==> config.mk <==
export PLATFORM = sky130hd
export DESIGN_NAME = stereo_compressor_gain_ramp_top
export DESIGN_NICKNAME = d
export VERILOG_FILES = /design/src/rtl/scgr_pkg.sv /design/src/rtl/scgr_mul.sv /design/src/rtl/scgr_div.sv /design/src/rtl/stereo_compressor_gain_ramp_top.sv
export VERILOG_INCLUDE_DIRS = /design/src /design/src/rtl
export SDC_FILE = /design/constraint.sdc
export NUM_CORES = 2
export LEC_CHECK = 0
export BUFFER_PORTS_ARGS = -buffer_cell sky130_fd_sc_hd__clkbuf_2
export CORE_UTILIZATION = 50
export CTS_CLUSTER_SIZE = 14
export DETAILED_ROUTE_END_ITERATION = 7
export PLACE_DENSITY_LB_ADDON = 0.25
export SYNTH_ARGS = -nofsm -noshare
export SYNTH_HDL_FRONTEND = slang
export SYNTH_SLANG_ARGS = --single-unit
==> constraint.sdc <==
create_clock -name clk -period 30.1 [get_ports clk]
set_clock_uncertainty 0.15 [all_clocks]
set_input_delay 1.505 -clock clk [delete_from_list [all_inputs] [get_ports clk]]
set_output_delay 1.505 -clock clk [all_outputs]
set_load 0.01 [all_outputs]
==> src/rtl/stereo_compressor_gain_ramp_top_macros.svh <==
// Assertion helpers shared by the RTL. Every property is clocked on clk and
// is switched off while arst_n is low.
`ifndef STEREO_COMPRESSOR_GAIN_RAMP_TOP_MACROS_SVH
`define STEREO_COMPRESSOR_GAIN_RAMP_TOP_MACROS_SVH

// The consequent must hold in the same cycle as the antecedent.
`define SCGR_ASSERT_SAME(lbl, ante, cons, msg) \
	lbl: assert property (@(posedge clk) disable iff (!arst_n) (ante) |-> (cons)) \
		else $error(msg);

// The consequent must hold in the cycle after the antecedent.
`define SCGR_ASSERT_NEXT(lbl, ante, cons, msg) \
	lbl: assert property (@(posedge clk) disable iff (!arst_n) (ante) |=> (cons)) \
		else $error(msg);

`endif

==> src/rtl/scgr_pkg.sv <==
package scgr_pkg;

	// Gain format: unsigned Q2.FRAC.
	localparam int FRAC       = 24;
	localparam int GAIN_W     = FRAC + 2;
	localparam int DIFF_W     = FRAC + 1;
	localparam int SAMP_W     = 16;
	localparam int CFG_IDX_W  = 3;
	localparam int CFG_DATA_W = 18;

	// Step division: (diff * 1000) / (ms * rate).
	localparam int STEP_SCALE = 1000;
	localparam int SCALE_W    = 10;
	localparam int NUM_W      = DIFF_W + SCALE_W;
	localparam int DEN_W      = 26;
	localparam int CNT_W      = $clog2(NUM_W);

	// Shared multiplier operands and product.
	localparam int MA_W = GAIN_W + SAMP_W;
	localparam int MB_W = SAMP_W;
	localparam int P_W  = MA_W + MB_W;

	// Output scaling shift: gain fraction plus the makeup divisor of 64.
	localparam int SH      = FRAC + 6;
	localparam int SAT_NEG = 32768;
	localparam int SAT_POS = 32767;
	localparam int MAKEUP_BASE = 64;

	localparam logic [GAIN_W-1:0] ONE_G  = GAIN_W'(1) << FRAC;
	localparam logic [P_W-1:0]    HALF_P = P_W'(1) << (SH - 1);
	localparam logic [MB_W-1:0]   STEP_MUL = MB_W'(STEP_SCALE);

	typedef enum logic [CFG_IDX_W-1:0] {
		CFG_INPUT_GAIN = 3'd0,
		CFG_THRESHOLD  = 3'd1,
		CFG_RATIO      = 3'd2,
		CFG_ATTACK     = 3'd3,
		CFG_RELEASE    = 3'd4,
		CFG_RATE       = 3'd5
	} cfg_reg_t;

	typedef enum logic [1:0] {
		RAMP_NONE    = 2'd0,
		RAMP_ATTACK  = 2'd1,
		RAMP_RELEASE = 2'd2
	} ramp_t;

	typedef enum logic [3:0] {
		ST_IDLE,
		ST_LEVEL,
		ST_DEN,
		ST_NUM,
		ST_DIV_GO,
		ST_DIV_WAIT,
		ST_STEP,
		ST_GAIN,
		ST_MUL_L,
		ST_MUL_R,
		ST_MAKEUP_L,
		ST_MAKEUP_R,
		ST_ROUND_R,
		ST_OUT
	} state_t;

	typedef struct packed {
		logic [MA_W-1:0] a;
		logic [MB_W-1:0] b;
	} mul_req_t;

	typedef struct packed {
		logic             start;
		logic [NUM_W-1:0] num;
		logic [DEN_W-1:0] den;
	} div_req_t;

	typedef struct packed {
		logic             done;
		logic [NUM_W-1:0] quo;
	} div_rsp_t;

	// Gain floor for a compression ratio of 1:(r+1).
	function automatic logic [GAIN_W-1:0] gain_target(input logic [4:0] r);
		logic [GAIN_W-1:0] t;
		case (r)
			5'd1:    t = ONE_G / 2;
			5'd2:    t = ONE_G / 3;
			5'd3:    t = ONE_G / 4;
			5'd4:    t = ONE_G / 5;
			5'd5:    t = ONE_G / 6;
			5'd6:    t = ONE_G / 7;
			5'd7:    t = ONE_G / 8;
			5'd8:    t = ONE_G / 9;
			5'd9:    t = ONE_G / 10;
			5'd10:   t = ONE_G / 11;
			5'd11:   t = ONE_G / 12;
			5'd12:   t = ONE_G / 13;
			5'd13:   t = ONE_G / 14;
			5'd14:   t = ONE_G / 15;
			5'd15:   t = ONE_G / 16;
			default: t = ONE_G;
		endcase
		return t;
	endfunction

	function automatic logic [SAMP_W-1:0] magnitude(input logic [SAMP_W-1:0] s);
		return s[SAMP_W-1] ? (~s + SAMP_W'(1)) : s;
	endfunction

	// Round half away from zero on the magnitude, restore the sign, saturate.
	function automatic logic [SAMP_W-1:0] round_sat(input logic [P_W-1:0] p,
		input logic neg);
		logic [P_W-1:0]    sum;
		logic [P_W-1:0]    r;
		logic [SAMP_W-1:0] m;
		logic [SAMP_W-1:0] res;
		sum = p + HALF_P;
		r   = sum >> SH;
		if (neg) begin
			if (r > P_W'(SAT_NEG)) begin
				m = SAMP_W'(SAT_NEG);
			end else begin
				m = r[SAMP_W-1:0];
			end
			res = ~m + SAMP_W'(1);
		end else begin
			if (r > P_W'(SAT_POS)) begin
				res = SAMP_W'(SAT_POS);
			end else begin
				res = r[SAMP_W-1:0];
			end
		end
		return res;
	endfunction

endpackage

==> src/rtl/scgr_mul.sv <==
// Shared multiplier with a registered product.
module scgr_mul (
	input  logic                   clk,
	input  scgr_pkg::mul_req_t     req,
	output logic [scgr_pkg::P_W-1:0] p
);

	logic [scgr_pkg::P_W-1:0] p_q;

	always_ff @(posedge clk) begin
		p_q <= scgr_pkg::P_W'(req.a) * scgr_pkg::P_W'(req.b);
	end

	assign p = p_q;

endmodule

==> src/rtl/scgr_div.sv <==
// Restoring divider, one quotient bit per cycle. The quotient is valid
// when done pulses and holds until the next start.
module scgr_div (
	input  logic               clk,
	input  logic               arst_n,
	input  scgr_pkg::div_req_t req,
	output scgr_pkg::div_rsp_t rsp
);

	logic                         busy_q;
	logic                         done_q;
	logic [scgr_pkg::CNT_W-1:0]   cnt_q;
	logic [scgr_pkg::DEN_W-1:0]   rem_q;
	logic [scgr_pkg::DEN_W-1:0]   den_q;
	logic [scgr_pkg::NUM_W-1:0]   quo_q;
	logic [scgr_pkg::DEN_W:0]     trial;
	logic                         fits;
	logic                         last;

	assign trial = {rem_q, quo_q[scgr_pkg::NUM_W-1]};
	assign fits  = trial >= {1'b0, den_q};
	assign last  = cnt_q == scgr_pkg::CNT_W'(scgr_pkg::NUM_W - 1);

	always_ff @(posedge clk or negedge arst_n) begin
		if (!arst_n) begin
			busy_q <= 1'b0;
			done_q <= 1'b0;
			cnt_q  <= '0;
		end else begin
			done_q <= 1'b0;
			if (req.start) begin
				busy_q <= 1'b1;
				cnt_q  <= '0;
			end else if (busy_q) begin
				cnt_q <= cnt_q + scgr_pkg::CNT_W'(1);
				if (last) begin
					busy_q <= 1'b0;
					done_q <= 1'b1;
				end
			end
		end
	end

	always_ff @(posedge clk) begin
		if (req.start) begin
			rem_q <= '0;
			den_q <= req.den;
			quo_q <= req.num;
		end else if (busy_q) begin
			if (fits) begin
				rem_q <= scgr_pkg::DEN_W'(trial - {1'b0, den_q});
			end else begin
				rem_q <= trial[scgr_pkg::DEN_W-1:0];
			end
			quo_q <= {quo_q[scgr_pkg::NUM_W-2:0], fits};
		end
	end

	assign rsp.done = done_q;
	assign rsp.quo  = quo_q;

endmodule

==> src/rtl/stereo_compressor_gain_ramp_top.sv <==
// Channel   Direction  Handshake            Payload
// in        input      in_valid/in_stall    left_sample, right_sample
// out       output     out_valid/out_stall  left_out, right_out
// cfg       input      cfg_valid/cfg_ready  cfg_index, cfg_data
//
// A bypassed word goes straight to the output state; a compressed word takes
// the gain update in a ramp, then channel and makeup products and rounding;
// a ramp start adds the divider, one quotient bit per cycle over 35 bits,
// unless ramp time or rate is zero. A new word waits for the last to leave.
// Reset is asynchronous and active low and restores the settings, the control
// state and unity gain. A stalled result holds the block in its output state.

`include "stereo_compressor_gain_ramp_top_macros.svh"

module stereo_compressor_gain_ramp_top (
	input  logic                                 clk,
	input  logic                                 arst_n,

	input  logic                                 in_valid,
	output logic                                 in_stall,
	input  logic signed [scgr_pkg::SAMP_W-1:0]   left_sample,
	input  logic signed [scgr_pkg::SAMP_W-1:0]   right_sample,

	output logic                                 out_valid,
	input  logic                                 out_stall,
	output logic signed [scgr_pkg::SAMP_W-1:0]   left_out,
	output logic signed [scgr_pkg::SAMP_W-1:0]   right_out,

	input  logic                                 cfg_valid,
	output logic                                 cfg_ready,
	input  logic [scgr_pkg::CFG_IDX_W-1:0]       cfg_index,
	input  logic [scgr_pkg::CFG_DATA_W-1:0]      cfg_data
);

	// Configuration registers.
	logic [7:0]                       input_gain_q;
	logic [7:0]                       threshold_q;
	logic [4:0]                       ratio_q;
	logic [7:0]                       attack_q;
	logic [7:0]                       release_q;
	logic [scgr_pkg::CFG_DATA_W-1:0]  rate_q;

	// Gain state carried from word to word.
	logic [scgr_pkg::GAIN_W-1:0]      gain_q;
	logic [scgr_pkg::DIFF_W-1:0]      gain_step_q;
	scgr_pkg::ramp_t                  ramp_q;

	// Per-word working registers.
	scgr_pkg::state_t                 state_q;
	scgr_pkg::state_t                 state_d;
	logic [scgr_pkg::SAMP_W-1:0]      l_q;
	logic [scgr_pkg::SAMP_W-1:0]      r_q;
	logic                             above_q;
	logic [scgr_pkg::GAIN_W-1:0]      target_q;
	logic [scgr_pkg::DIFF_W-1:0]      diff_q;
	logic [scgr_pkg::DEN_W-1:0]       den_q;
	logic [scgr_pkg::MA_W-1:0]        pl_q;
	logic [scgr_pkg::MA_W-1:0]        pr_q;
	logic [scgr_pkg::SAMP_W-1:0]      res_l_q;
	logic [scgr_pkg::SAMP_W-1:0]      res_r_q;

	// Output register.
	logic                             out_valid_q;
	logic [scgr_pkg::SAMP_W-1:0]      lo_q;
	logic [scgr_pkg::SAMP_W-1:0]      ro_q;

	// Shared units.
	scgr_pkg::mul_req_t               mul_req;
	logic [scgr_pkg::P_W-1:0]         mul_p;
	scgr_pkg::div_req_t               div_req;
	scgr_pkg::div_rsp_t               div_rsp;

	// Level decision and step clamping.
	logic                             in_take;
	logic                             out_free;
	logic                             bypass;
	logic [scgr_pkg::SAMP_W:0]        level_sum;
	logic [scgr_pkg::SAMP_W:0]        level_thr;
	logic                             above;
	logic                             below_one;
	logic [7:0]                       ramp_ms;
	logic [scgr_pkg::MB_W-1:0]        makeup;
	logic [scgr_pkg::DIFF_W-1:0]      new_step;
	logic [scgr_pkg::GAIN_W-1:0]      gap;
	logic [scgr_pkg::GAIN_W-1:0]      step_wide;

	assign in_take   = in_valid && !in_stall;
	assign out_free  = !out_valid_q || !out_stall;
	assign cfg_ready = state_q == scgr_pkg::ST_IDLE;

	// Ratio 0 bypasses, and ratios of 16 and above pass the word unchanged.
	assign bypass    = (ratio_q == 5'd0) || ratio_q[4];
	assign level_sum = {1'b0, scgr_pkg::magnitude(l_q)} + {1'b0, scgr_pkg::magnitude(r_q)};
	assign level_thr = {threshold_q, 9'd0};
	assign above     = level_sum > level_thr;
	assign below_one = gain_q < scgr_pkg::ONE_G;
	assign ramp_ms   = above_q ? attack_q : release_q;
	assign makeup    = scgr_pkg::MB_W'({1'b0, input_gain_q} + 9'(scgr_pkg::MAKEUP_BASE));
	assign step_wide = scgr_pkg::GAIN_W'(gain_step_q);

	// The step is the full distance when the ramp time or the rate is zero; otherwise the
	// quotient is raised to at least one and cut to the full distance.
	always_comb begin
		if (den_q == '0) begin
			new_step = diff_q;
		end else if (div_rsp.quo == '0) begin
			new_step = scgr_pkg::DIFF_W'(1);
		end else if (div_rsp.quo > scgr_pkg::NUM_W'(diff_q)) begin
			new_step = diff_q;
		end else begin
			new_step = div_rsp.quo[scgr_pkg::DIFF_W-1:0];
		end
	end

	// Distance to the end of the current ramp.
	always_comb begin
		if (above_q) begin
			gap = gain_q - target_q;
		end else begin
			gap = scgr_pkg::ONE_G - gain_q;
		end
	end

	// Next state.
	always_comb begin
		state_d = state_q;
		case (state_q)
			scgr_pkg::ST_IDLE: begin
				if (in_take) begin
					state_d = scgr_pkg::ST_LEVEL;
				end
			end
			scgr_pkg::ST_LEVEL: begin
				if (bypass) begin
					state_d = scgr_pkg::ST_OUT;
				end else if (above) begin
					state_d = (ramp_q != scgr_pkg::RAMP_ATTACK) ?
						scgr_pkg::ST_DEN : scgr_pkg::ST_GAIN;
				end else if (below_one) begin
					state_d = (ramp_q != scgr_pkg::RAMP_RELEASE) ?
						scgr_pkg::ST_DEN : scgr_pkg::ST_GAIN;
				end else begin
					state_d = scgr_pkg::ST_MUL_L;
				end
			end
			scgr_pkg::ST_DEN:      state_d = scgr_pkg::ST_NUM;
			scgr_pkg::ST_NUM:      state_d = scgr_pkg::ST_DIV_GO;
			scgr_pkg::ST_DIV_GO: begin
				state_d = (den_q == '0) ? scgr_pkg::ST_STEP : scgr_pkg::ST_DIV_WAIT;
			end
			scgr_pkg::ST_DIV_WAIT: begin
				if (div_rsp.done) begin
					state_d = scgr_pkg::ST_STEP;
				end
			end
			scgr_pkg::ST_STEP:     state_d = scgr_pkg::ST_GAIN;
			scgr_pkg::ST_GAIN:     state_d = scgr_pkg::ST_MUL_L;
			scgr_pkg::ST_MUL_L:    state_d = scgr_pkg::ST_MUL_R;
			scgr_pkg::ST_MUL_R:    state_d = scgr_pkg::ST_MAKEUP_L;
			scgr_pkg::ST_MAKEUP_L: state_d = scgr_pkg::ST_MAKEUP_R;
			scgr_pkg::ST_MAKEUP_R: state_d = scgr_pkg::ST_ROUND_R;
			scgr_pkg::ST_ROUND_R:  state_d = scgr_pkg::ST_OUT;
			scgr_pkg::ST_OUT: begin
				if (out_free) begin
					state_d = scgr_pkg::ST_IDLE;
				end
			end
			default:               state_d = scgr_pkg::ST_IDLE;
		endcase
	end

	// Sequencer outputs: handshake and the operands of the shared units.
	always_comb begin
		in_stall      = state_q != scgr_pkg::ST_IDLE;
		mul_req       = '0;
		div_req       = '0;
		div_req.num   = mul_p[scgr_pkg::NUM_W-1:0];
		div_req.den   = den_q;
		case (state_q)
			scgr_pkg::ST_DEN: begin
				mul_req.a = scgr_pkg::MA_W'(rate_q);
				mul_req.b = scgr_pkg::MB_W'(ramp_ms);
			end
			scgr_pkg::ST_NUM: begin
				mul_req.a = scgr_pkg::MA_W'(diff_q);
				mul_req.b = scgr_pkg::STEP_MUL;
			end
			scgr_pkg::ST_DIV_GO: begin
				div_req.start = den_q != '0;
			end
			scgr_pkg::ST_MUL_L: begin
				mul_req.a = scgr_pkg::MA_W'(gain_q);
				mul_req.b = scgr_pkg::magnitude(l_q);
			end
			scgr_pkg::ST_MUL_R: begin
				mul_req.a = scgr_pkg::MA_W'(gain_q);
				mul_req.b = scgr_pkg::magnitude(r_q);
			end
			scgr_pkg::ST_MAKEUP_L: begin
				mul_req.a = pl_q;
				mul_req.b = makeup;
			end
			scgr_pkg::ST_MAKEUP_R: begin
				mul_req.a = pr_q;
				mul_req.b = makeup;
			end
			default: begin
				mul_req = '0;
			end
		endcase
	end

	// Control and gain state.
	always_ff @(posedge clk or negedge arst_n) begin
		if (!arst_n) begin
			state_q      <= scgr_pkg::ST_IDLE;
			out_valid_q  <= 1'b0;
			input_gain_q <= 8'd0;
			threshold_q  <= 8'd64;
			ratio_q      <= 5'd16;
			attack_q     <= 8'd6;
			release_q    <= 8'd44;
			rate_q       <= scgr_pkg::CFG_DATA_W'(44100);
			gain_q       <= scgr_pkg::ONE_G;
			gain_step_q  <= '0;
			ramp_q       <= scgr_pkg::RAMP_NONE;
		end else begin
			state_q <= state_d;

			if (state_q == scgr_pkg::ST_OUT && out_free) begin
				out_valid_q <= 1'b1;
			end else if (!out_stall) begin
				out_valid_q <= 1'b0;
			end

			if (cfg_valid && cfg_ready) begin
				case (cfg_index)
					scgr_pkg::CFG_INPUT_GAIN: input_gain_q <= cfg_data[7:0];
					scgr_pkg::CFG_THRESHOLD:  threshold_q  <= cfg_data[7:0];
					scgr_pkg::CFG_RATIO:      ratio_q      <= cfg_data[4:0];
					scgr_pkg::CFG_ATTACK:     attack_q     <= cfg_data[7:0];
					scgr_pkg::CFG_RELEASE:    release_q    <= cfg_data[7:0];
					scgr_pkg::CFG_RATE:       rate_q       <= cfg_data;
					default: begin
					end
				endcase
			end

			if (state_q == scgr_pkg::ST_STEP) begin
				gain_step_q <= new_step;
				ramp_q      <= above_q ? scgr_pkg::RAMP_ATTACK : scgr_pkg::RAMP_RELEASE;
			end

			// The attack stops at the target and the release at unity; an
			// attack that starts at or below the target leaves the gain alone.
			if (state_q == scgr_pkg::ST_GAIN) begin
				if (above_q) begin
					if (gain_q > target_q) begin
						gain_q <= (gap > step_wide) ? (gain_q - step_wide) : target_q;
					end
				end else begin
					gain_q <= (gap > step_wide) ? (gain_q + step_wide) : scgr_pkg::ONE_G;
				end
			end
		end
	end

	// Datapath registers.
	always_ff @(posedge clk) begin
		if (in_take) begin
			l_q <= left_sample;
			r_q <= right_sample;
		end
		if (state_q == scgr_pkg::ST_LEVEL) begin
			above_q  <= above;
			target_q <= scgr_pkg::gain_target(ratio_q);
			diff_q   <= scgr_pkg::DIFF_W'(scgr_pkg::ONE_G - scgr_pkg::gain_target(ratio_q));
			res_l_q  <= l_q;
			res_r_q  <= r_q;
		end
		if (state_q == scgr_pkg::ST_NUM) begin
			den_q <= mul_p[scgr_pkg::DEN_W-1:0];
		end
		if (state_q == scgr_pkg::ST_MUL_R) begin
			pl_q <= mul_p[scgr_pkg::MA_W-1:0];
		end
		if (state_q == scgr_pkg::ST_MAKEUP_L) begin
			pr_q <= mul_p[scgr_pkg::MA_W-1:0];
		end
		if (state_q == scgr_pkg::ST_MAKEUP_R) begin
			res_l_q <= scgr_pkg::round_sat(mul_p, l_q[scgr_pkg::SAMP_W-1]);
		end
		if (state_q == scgr_pkg::ST_ROUND_R) begin
			res_r_q <= scgr_pkg::round_sat(mul_p, r_q[scgr_pkg::SAMP_W-1]);
		end
		if (state_q == scgr_pkg::ST_OUT && out_free) begin
			lo_q <= res_l_q;
			ro_q <= res_r_q;
		end
	end

	scgr_mul u_mul (
		.clk (clk),
		.req (mul_req),
		.p   (mul_p)
	);

	scgr_div u_div (
		.clk    (clk),
		.arst_n (arst_n),
		.req    (div_req),
		.rsp    (div_rsp)
	);

	assign out_valid = out_valid_q;
	assign left_out  = lo_q;
	assign right_out = ro_q;

	// The gain never ramps above unity.
	`SCGR_ASSERT_SAME(a_gain_max, 1'b1, gain_q <= scgr_pkg::ONE_G, "gain above unity")
	// Once a ramp is under way its step is never zero, so the ramp always moves.
	`SCGR_ASSERT_SAME(a_step_nonzero, ramp_q != scgr_pkg::RAMP_NONE, gain_step_q != '0,
		"zero gain step during a ramp")
	// An accepted word always goes straight to the level decision.
	`SCGR_ASSERT_NEXT(a_accept_level, in_take, state_q == scgr_pkg::ST_LEVEL,
		"accepted word not sequenced")
	// A finished word is presented as soon as the output register is free.
	`SCGR_ASSERT_NEXT(a_out_load, state_q == scgr_pkg::ST_OUT && out_free,
		out_valid_q && state_q == scgr_pkg::ST_IDLE, "result not loaded")

endmodule

==> key figures <==
Logic synthesis
  • Main synth FF type: edfxtp_1
  • Mean Syn Cell Area: 9.35 sq um
  • Synth Instances: 5,268
  • Synth unique cells: 80
  • Post-synthesis cell area: 49,200 sq um
  • Synthesis Warnings: 0
  • Sequential area share after synthesis: 28.8%
  • Asr flop ratio synth: 23.3%
  • Number of synthesized flops with an enable pin: 314
  • Register bit total from synthesis: 519

Critical path
  • Cell family with most CP delay: adder cells
  • Worst EP required: 30,460 ps
  • CP peak stage delay: 1030 ps
  • Crit-path slowest cell: a221oi_1
  • Crit. End Element: flip-flop
  • CP dominant cell by count: fa_1
  • Worst Setup Start Kind: flip-flop
  • Worst EP arrival: 10,420 ps
  • Buf/Inv on CP: 7
  • CP max FO: 64
  • Worst Setup Path Type: flip-flop to flip-flop

Power and ir drop
  • Power, Total: 6.64 mW
  • Worst IR Drop VDD: 0.000198 V
  • Leakage: 24.0 nW
  • Power per cell area: 125 nW/um^2

Global routing
  • Grt ovf: 0
  • Initial antenna violation count: 4
  • First-pass GRT wire length: 225 mm
  • Vias in the first global route: 38,500
  • Gr usage total: 29.6%
  • Largest net degree at the start of global routing: 72

Clocking
  • Post-CTS Setup Inserts: 0
  • CTS sink count: 519
  • CTS tree: built
  • CTS buffer count: 52
  • Clock transition at path regs: 70 ps
  • Resize count post-CTS: 0
  • Root Buffer: clkbuf_16
  • Hold buffer count at CTS: 0
  • Worst-skew pair later-pin latency: 630 ps
  • CTS max path bufs: 3
  • H-tree levels: 2

Route
  • WL met3: 11.6 mm
  • Final Routed Wirelength: 144 mm
  • Wl on met1: 57.9 mm
  • Wirelength per Cell: 21.6 um
  • Detail Route Antenna Nets: 0
  • Initial DRC count: 3,587
  • DR WL met2: 68.8 mm
  • Router iterations before antenna repair: 6
  • Via density: 5.77
  • Top layer in use: met5
  • DRC: 0
  • Via count: 38,600

Floorplanning
  • Standard-cell rows: 114
  • Initial Util: 50.7%
  • Floorplan core area: 97,100 sq um
  • Chip Height: 316 um
  • Die width: 316 um
  • Die area: 99,700 sq um
  • I/O pins: 93

STA
  • Setup WS post-layout: 20,040 ps
  • Setup violators final: 0
  • RSZ-0062 raised after global routing: false
  • Fin Setup TNS: 0 ps
  • Hold Fails Final Rpt: 0
  • Final worst path period need: 10,060 ps
  • Final slew viol count: 0
  • Worst rel slew slack: 11.5%
  • Slew @ Worst Pin: 1330 ps
  • Min Hold Slack: 267 ps
  • Max Freq: 99.4 MHz
  • Fin crit share: 33.4%

Placed design
  • I/O Buffers: 92
  • Hpwl dp: 112 mm
  • Routability Congestion: 0.956
  • Setup WS pre-CTS: 20,200 ps
  • Placed inst area: 51,500 sq um

Layout
  • Area growth syn-to-layout: 8.22%
  • Design Area, Final: 53,300 sq um
  • Layout cell share with drive strength beyond 1: 6.67%
  • Fin nets: 6,312

Run status
  • Status: finished clean

Job
  • Max_cap viols: 0

Hold path
  • Min-delay worst type: flip-flop to flip-flop
## layout by cell type, fill, tap and decap left out, drive strengths merged, types with 50 or more instances in the layout
| cell | count |
|---|---|
| a21o | 81 |
| nand3 | 66 |
| o21ai | 204 |
| nor2 | 433 |
| xor2 | 83 |
| dfrtp | 107 |
| conb | 112 |
| a22oi | 90 |
| clkbuf | 156 |
| mux2 | 62 |
| fa | 563 |
| xnor2 | 126 |
| nand4 | 50 |
| a21oi | 285 |
| buf | 59 |
| edfxtp | 314 |
| dfxtp | 84 |
| nand2 | 714 |
| ha | 321 |
| nor3 | 78 |
| inv | 787 |
| nand2b | 60 |
## final timing paths
path,start,to,slack (ps),depth (start not counted)
max,state_q[2]$_DFFE_PN0P_,u_mul.p[52]$_DFF_P_,20040,31
min,res_l_q[4]$_DFFE_PP_,left_out[4]$_DFFE_PP_,270,0
max reg2reg,state_q[2]$_DFFE_PN0P_,u_mul.p[52]$_DFF_P_,20040,31
min reg2reg,res_l_q[4]$_DFFE_PP_,left_out[4]$_DFFE_PP_,270,0
max in group asynchronous,arst_n,release_q[0]$_DFFE_PN0P_,27590,2
min in group asynchronous,arst_n,gain_q[9]$_DFFE_PN0P_,760,1
## power by group
part / switching [mW] / internal (mW)
registers: 0.309 / 1.10
logic: 2.86 / 1.67
clock network: 0.293 / 0.406
## cell type report
class	instances	area, sq um
well taps	1276	1600
clock inverters	32	410
diodes	1	2.50
multi-input cells	3863	31900
clock buffers	65	1390
flip-flops and latches	519	14200
fillers	8727	43900
repair buffers	150	898
inverters	784	2940
## flip-flops by register name (all words and copies together) (netlist names), 25 cells and up
name	cells
u_mul.p	58
pl_q	42
pr_q	42
u_div.quo_q	35
den_q	26
gain_q	26
u_div.den_q	26
u_div.rem_q	26
diff_q	25
gain_step_q	25
## Yosys cell counts, drive strengths merged, types with 13 or more instances
master,instances,share of area [%]
a31oi,27,0.34
a21o,81,1.2
fa,563,23
xor2,83,1.5
o211ai,13,0.20
or2,18,0.23
a211oi,23,0.35
o21bai,20,0.30
o21a,28,0.43
nand4,50,0.64
mux2i,33,0.67
nor3,78,0.80
o21ai,204,2.1
clkbuf,200,1.5
inv,782,6.0
nand2b,60,0.76
edfxtp,314,19
a21oi,285,2.9
mux2,62,1.4
a22oi,90,1.4
a22o,18,0.32
dfstp,14,0.75
and3,28,0.36
o22ai,23,0.29
and2,32,0.41
a221o,16,0.33
nor4,34,0.43
a221oi,16,0.28
nor2,433,3.3
and4,14,0.25
dfrtp,107,5.4
ha,321,8.2
xnor2,126,2.2
nand3,66,0.67
or3,22,0.28
nor2b,40,0.51
dfxtp,84,3.4
nand2,714,5.4
o31ai,19,0.29
## routing by layer
metal | vias to the layer above | GRT usage (%)
met3 | 314 | 4.74
met5 | - | 0
met2 | 1526 | 49.1
li1 | 17600 | -
met1 | 19200 | 39.1
met4 | 6 | 10.8
## through the flow
stage                     std cells  util (%)
after floorplan                5378         -
after global placement         6592      53.0
after detailed placement       6592      53.0
after CTS                      6689      54.9
after global routing           6689      54.9
final                          6690      54.9
## worst register-to-register path: cells and delay by family (launching register included)
kind	cells	cell delay (ps)
and+or+nand+nor	6	1120
AOI/OAI and AO/OA	10	3400
adders and majority gates	7	3470
buffers and inverters	7	1080
DFF	1	660
xor gates and xnor gates	1	80
## logic make-up after synthesis
| kind of cell | count (synthesis) | synth area share (%) |
|---|---|---|
| and+or+nand+nor | 1618 | 14.6 |
| buffers and inverters | 996 | 7.61 |
| AOI/OAI and AO/OA | 945 | 12.2 |
| adders and majority gates | 884 | 31.0 |
| DFF | 519 | 28.8 |
| xor gates and xnor gates | 209 | 3.72 |
| muxes | 95 | 2.09 |
| other | 2 | 0.0153 |
Power figures use the tool's default switching activity.
